$ cat src/rtl/pws_pkg.sv
// ----------------------------------------------------------------------------
// Pulse waveform source package
// Shared widths, configuration register indexes and the control bundles that
// travel along the remainder and ramp quotient pipelines.
// ----------------------------------------------------------------------------
package pws_pkg;

  // Field widths.
  localparam int StepW    = 32;
  localparam int TickW    = 24;
  localparam int VoltW    = 16;
  localparam int CfgIdxW  = 3;
  localparam int CfgDataW = 24;
  localparam int ProdW    = VoltW + TickW;

  // Configuration register indexes.
  typedef enum logic [CfgIdxW-1:0] {
    REG_MODE     = 3'd0,
    REG_V_LOW    = 3'd1,
    REG_V_HIGH   = 3'd2,
    REG_DELAY    = 3'd3,
    REG_RISE     = 3'd4,
    REG_FALL     = 3'd5,
    REG_ON       = 3'd6,
    REG_PERIOD   = 3'd7
  } cfg_idx_e;

  // Control carried along the phase remainder pipeline.
  typedef struct packed {
    logic valid;
    logic bypass;
  } rem_ctl_t;

  // Control carried along the ramp quotient pipeline.
  typedef struct packed {
    logic             valid;
    logic             ramp;
    logic             neg;
    logic             fall;
    logic [VoltW-1:0] base;
  } quo_ctl_t;

endpackage

$ cat src/rtl/pws_quo_pipe.sv
// ----------------------------------------------------------------------------
// Ramp quotient pipeline
// Divides the 40-bit ramp product by the rise or fall length, one quotient
// bit per stage. The product is below 2^16 times the divisor, so its upper
// 24 bits start as the partial remainder and 16 steps finish the quotient.
// ----------------------------------------------------------------------------
module pws_quo_pipe
  import pws_pkg::*;
(
  input  logic             clk_i,
  input  logic             rst_ni,
  input  logic             en_i,
  input  quo_ctl_t         ctl_i,
  input  logic [ProdW-1:0] prod_i,
  input  logic [TickW-1:0] rise_i,
  input  logic [TickW-1:0] fall_i,
  output quo_ctl_t         ctl_o,
  output logic [VoltW-1:0] quo_o
);

  localparam int NStg = VoltW;

  quo_ctl_t         ctl_d [NStg];
  quo_ctl_t         ctl_q [NStg];
  logic [VoltW-1:0] low_d [NStg];
  logic [VoltW-1:0] low_q [NStg];
  logic [TickW-1:0] rem_d [NStg-1];
  logic [TickW-1:0] rem_q [NStg-1];

  // One quotient bit per stage; the low product bits shift out as the
  // quotient bits shift in.
  for (genvar k = 0; k < NStg; k++) begin : g_stg
    logic [TickW-1:0] rem_in;
    logic [VoltW-1:0] low_in;
    quo_ctl_t         ctl_in;
    logic [TickW-1:0] den;
    logic [TickW:0]   trial;
    logic [TickW:0]   diff;
    logic             fits;

    if (k == 0) begin : g_first
      assign rem_in = prod_i[ProdW-1:VoltW];
      assign low_in = prod_i[VoltW-1:0];
      assign ctl_in = ctl_i;
    end else begin : g_next
      assign rem_in = rem_q[k-1];
      assign low_in = low_q[k-1];
      assign ctl_in = ctl_q[k-1];
    end

    assign den      = ctl_in.fall ? fall_i : rise_i;
    assign trial    = {rem_in, low_in[VoltW-1]};
    assign diff     = trial - {1'b0, den};
    assign fits     = (trial >= {1'b0, den});
    assign low_d[k] = {low_in[VoltW-2:0], fits};
    assign ctl_d[k] = ctl_in;

    if (k < NStg - 1) begin : g_rem
      assign rem_d[k] = fits ? diff[TickW-1:0] : trial[TickW-1:0];
    end
  end

  // Stage control registers.
  always_ff @(posedge clk_i or negedge rst_ni) begin
    if (!rst_ni) begin
      for (int k = 0; k < NStg; k++) begin
        ctl_q[k] <= '0;
      end
    end else if (en_i) begin
      for (int k = 0; k < NStg; k++) begin
        ctl_q[k] <= ctl_d[k];
      end
    end
  end

  // Stage data registers.
  always_ff @(posedge clk_i) begin
    if (en_i) begin
      for (int k = 0; k < NStg; k++) begin
        low_q[k] <= low_d[k];
      end
      for (int k = 0; k < NStg - 1; k++) begin
        rem_q[k] <= rem_d[k];
      end
    end
  end

  assign ctl_o = ctl_q[NStg-1];
  assign quo_o = low_q[NStg-1];

endmodule

$ cat config.mk
export PLATFORM = sky130hd
export DESIGN_NAME = pws_quo_pipe
export DESIGN_NICKNAME = d
export VERILOG_FILES = /design/src/rtl/pws_pkg.sv /design/src/rtl/pws_quo_pipe.sv
export SDC_FILE = /design/constraint.sdc
export NUM_CORES = 2
export LEC_CHECK = 0
export BUFFER_PORTS_ARGS = -buffer_cell sky130_fd_sc_hd__buf_2
export CAP_MARGIN = 30
export CORE_UTILIZATION = 30
export DETAILED_ROUTE_END_ITERATION = 7
export PLACE_DENSITY = 0.55
export SLEW_MARGIN = 20
export SYNTH_ARGS = -nofsm -noshare
export SYNTH_HDL_FRONTEND = slang
export SYNTH_SLANG_ARGS = --single-unit
$ cat constraint.sdc
create_clock -name clk_i -period 11.1 [get_ports clk_i]
set_input_delay 2.22 -clock clk_i [delete_from_list [all_inputs] [get_ports clk_i]]
set_output_delay 2.22 -clock clk_i [all_outputs]
set_load 0.05 [all_outputs]
* After elaboration in Yosys (flattened, before gate mapping) *
Memory sizes are Yosys's and may differ from the RTL's.
Cells that the tools add are included.

word-level totals
  bits in registers = 320
  memory bits (writable) = 616
  input port bits = 111
  output and inout port bits = 36
  logic and storage cells = 146
  memories kept = 2

memory list
  name   depth  width  rd ports  clocked after Yosys merged registers in  write ports  line                text
  rem_q  15     24     15        0                                        15           pws_quo_pipe.sv:28  logic [TickW-1:0] rem_q [NStg-1];
  low_q  16     16     16        0                                        16           pws_quo_pipe.sv:26  logic [VoltW-1:0] low_q [NStg];

cells by class
  add/sub/neg operators = 15
  $lt $le $gt $ge = 16
  multiplexer cells = 33

operators with widths
  operator                                                        number
  24-bit 2-to-1 mux                                               31
  25-bit by 24-bit greater-or-equal comparator with 1-bit output  16
  24-bit subtractor                                               15
  1-bit 2-to-1 mux                                                2

* Longest topological paths before layout *
  depth after elaboration = 3
  depth in mapped cells = 17
  depth with buffers taken out = 13

* Worst setup path after synthesis *
OpenSTA, ideal clock, no wires.

  path kind = input to register
  from = in ctl_i[16] (netlist bit)
  to = mem rem_q[0][10] (data pin)
  setup time = 260 ps
  arrival = 5,617 ps
  data required time = 10,840 ps
  path slack = 5,223 ps
  cell stages on the path = 15
  path buffers = 3
  path through = clkbuf_1 buf_1 mux2i_1 ha_1 and4_1 nand4bb_1 o21bai_1 and4_1 o31ai_2 a41oi_1 a21oi_1 o21ai_0 nand2_1 buf_2 mux2_2

RTL lines
  element      line                text
  from (decl)  pws_quo_pipe.sv:13  input quo_ctl_t ctl_i,
  to (decl)    pws_quo_pipe.sv:28

==> results by group <==
Outcome
  • Result of the run: complete, but fails checks
  • Violated checks: DRC

Placed design
  • Post-Place Cell Area: around 0.061 mm^2
  • Total placed cells including tap cells: approximately 7400
  • Port buffer count: ~150
  • Minimum setup slack after placement: ~4.6 ns
  • Routability Congestion: around 0.89
  • Half-perimeter wire length of the detailed placement result: roughly 110000 um

Logic synthesis
  • Number of flip-flops and latches in the synthesized netlist: around 940
  • Fraction of synthesized cell area taken by the top area cell type: 0.3245
  • Area of the mapped netlist: 0.05701 mm^2
  • Post-synth EDFFs: slightly above 600
  • Warnings, synthesis: 0
  • FFs w/ async S/R, synth: 0.3419
  • Average footprint of a synthesized cell: roughly 12 um^2
  • Post-synthesis instance total: ~4900
  • Sequential cell area fraction in the yosys report: 0.4650
  • Library cell occupying the most area in the post-synthesis netlist: sky130_fd_sc_hd__edfxtp_1
  • Post-synthesis cell type count: 92
  • Synth cell count leaders: sky130_fd_sc_hd__edfxtp_1 (616), sky130_fd_sc_hd__mux2_2 (523), sky130_fd_sc_hd__ha_1 (414)
  • Biggest area contributors in the synthesized netlist: sky130_fd_sc_hd__edfxtp_1 (32%), sky130_fd_sc_hd__dfrtp_1 (14%), sky130_fd_sc_hd__mux2_2 (10%)
  • Post-synth net total: 5427
  • Dominant register cell in the synthesized netlist: sky130_fd_sc_hd__edfxtp_1
  • Top-count cell post-synth: sky130_fd_sc_hd__edfxtp_1

Final layout
  • Number of fillers in the final layout: 18730
  • Layout-stage area growth over the synthesis result: 13.64%
  • Number of nets in the final layout: 5536
  • Cell area after layout: between 0.06 and 0.07 mm^2
  • Fraction of layout instances using a drive strength above 1: 0.1945
  • Final Instance Count excl. Fillers: 7593

Power
  • Worst VDD drop: 0.0001601 V
  • Leak: between 0.02 and 0.03 uW
  • Power density normalized to cell area: between 300 and 400 mW/mm^2

GRT
  • Number of global-route vias before repair: 38340
  • Number of antenna violations at the first check in global routing: 17
  • Remaining global-route overflow: 0
  • Global-route wire length before repair: approximately 250000 um
  • Maximum number of pins on one net before global-route repair: 156
  • All-layer global routing usage: 0.1691

STA
  • Headroom to the max-slew limit: 0.3340
  • Actual transition at the worst max-transition pin: 0.9991 ns
  • Minimum period implied by the final worst setup slack: 5.896 ns
  • Final count of negative-setup-slack endpoints: 0
  • Min Hold Slack: around 0.4 ns
  • Maximum clock rate: approximately 0.17 GHz
  • Worst setup slack after layout: between 5 and 6 ns
  • Sum of negative setup slack: 0 ns
  • Final Hold Violating Endpoints: 0
  • Final slew viol count: 0
  • Post-Route Skew: 0.04127 ns
  • Setup repair after global routing missed its margin: no
  • Post-route clock period utilization: 0.5312

Drt
  • 1st-iter DRT viols: ~2800
  • Via-to-Cell Ratio: approximately 5.1
  • Iteration count of the initial detailed-routing pass: 8
  • Total wire length: approximately 170000 um
  • Average wire per cell in the routed design: about 22 um
  • Detailed-route DRC error count: 10
  • Vias: a little under 40000
  • Post-DRT Antenna Nets: 0

Clocking
  • Clk sinks: about 940
  • Reg clk slew, reported paths: approximately 0.06 ns
  • Post-CTS repair timing setup buffer count: 0
  • Cell chosen for the clock root: sky130_fd_sc_hd__clkbuf_16
  • TritonCTS Buffers: about 120
  • Clock latency reported for the late side of the worst-skew pair: about 0.8 ns
  • Number of H-tree levels: 3
  • Post-CTS Hold Buffers: 0
  • CTS tree: yes
  • Largest buffer count on any clock path: 3
  • Number of instances resized during post-cts repair: 0

Floorplanning
  • Die height: roughly 440 um
  • Initial cell density of the core: 0.3029
  • Full die area: roughly 0.19 mm^2
  • Core area: 0.1882 mm^2
  • Die width: about 440 um
  • I/O pin cnt: 147
  • Standard-cell rows: 159

Setup path
  • Critical Path End Type: flip-flop
  • Largest fanout on the critical path: 30
  • Critical path arrival: about 6.4 ns
  • Type of the worst setup path: input pin to flip-flop
  • Type of element launching the critical path: input pin
  • WP data required: roughly 12 ns

Run
  • Max-capacitance violation count: 0

Worst hold path
  • Class of the most critical hold timing path: flip-flop to flip-flop
==> layout by cell type (no fill, tap or decap), types with 173 or more instances in the layout <==
cell type and count:
sky130_fd_sc_hd__a21oi_1 343, sky130_fd_sc_hd__edfxtp_1 616, sky130_fd_sc_hd__xnor2_1 173, sky130_fd_sc_hd__mux2i_1 391, sky130_fd_sc_hd__dfrtp_1 320, sky130_fd_sc_hd__nor2_1 277
sky130_fd_sc_hd__mux2_2 523, sky130_fd_sc_hd__nand2_1 219, sky130_fd_sc_hd__ha_1 414, sky130_fd_sc_hd__o21ai_0 196
==> final cells by class <==
class                           instances  area (um^2)  area share
Clock inverter                         67        963.4     0.01487
Multi-Input combinational cell       3606        29150      0.4500
Inverter                              133        499.2    0.007706
Antenna cell                            2        5.005  0.00007726
Tap cell                             2495         3122     0.04819
Clock buffer                          150         3213     0.04960
Timing Repair Buffer                  204         1324     0.02043
Sequential cell                       936        26510      0.4092
==> power by group <==
group / leakage, uW / switching (uW) / internal (uW)
Clock: 0.00204 / 1650 / 2460
Sequential: 0.00983 / 866 / 5560
Combinational: 0.0148 / 6060 / 5140
==> stage by stage <==
stage / utilization / power (uW)
6_report: 0.3442 / 21750
2_1_floorplan: - / 14790
5_1_grt: 0.3442 / 23260
3_5_place_dp: 0.3217 / 17560
4_1_cts: 0.3439 / 21860
3_3_place_gp: 0.3213 / 17480
==> layer usage <==
metal	vias up	track usage	routed length [um]	share of wire
li1	18550	-	-	-
met1	19220	0.2256	74060	0.45
met2	1034	0.2693	75070	0.45
met3	291	0.02230	7915	0.048
met4	0	0.08301	8221	0.050
met5	-	0	0	0
==> worst paths after layout <==
kind	start	end	slack, ns	depth (start not counted)
hold reg to reg	low_q[1][52]	low_q[1][69]	0.39	0
setup / recovery	fall_i[1]	rem_q[1][101]	5.20	13
hold / removal	low_q[1][52]	low_q[1][69]	0.39	0
min in group asynchronous	rst_ni	ctl_d[288]	1.57	1
max in group asynchronous	rst_ni	ctl_d[179]	7.53	4
setup reg to reg	ctl_d[96]	rem_q[1][90]	6.39	14
==> critical path, stage by stage <==
cell	delay, ns
sky130_fd_sc_hd__buf_2	0.47
sky130_fd_sc_hd__mux2i_1	0.25
sky130_fd_sc_hd__ha_1	0.40
sky130_fd_sc_hd__nor2b_1	0.15
sky130_fd_sc_hd__o21a_1	0.13
sky130_fd_sc_hd__o21ai_1	0.11
sky130_fd_sc_hd__a31o_2	0.30
sky130_fd_sc_hd__a211oi_2	0.37
sky130_fd_sc_hd__a21oi_1	0.28
sky130_fd_sc_hd__o41ai_1	0.73
sky130_fd_sc_hd__o31a_1	0.19
sky130_fd_sc_hd__buf_4	0.37
sky130_fd_sc_hd__mux2_2	0.40
==> registers in the layout (all words and copies together), names as in the netlist <==
| name | count |
|---|---|
| rem_q | 360 |
| ctl_d | 300 |
| low_q | 256 |
| ctl_o | 20 |
==> cells by family after synthesis <==
group	after synthesis	synth area share
AOI/OAI and AO/OA	1050	0.1172
DFF	936	0.4650
muxes	931	0.1763
and+or+nand+nor	915	0.07794
adders and majority gates	429	0.09613
buffers and inverters	345	0.02423
xor gates and xnor gates	281	0.04317
No activity file was read; power rests on OpenSTA's default activity.
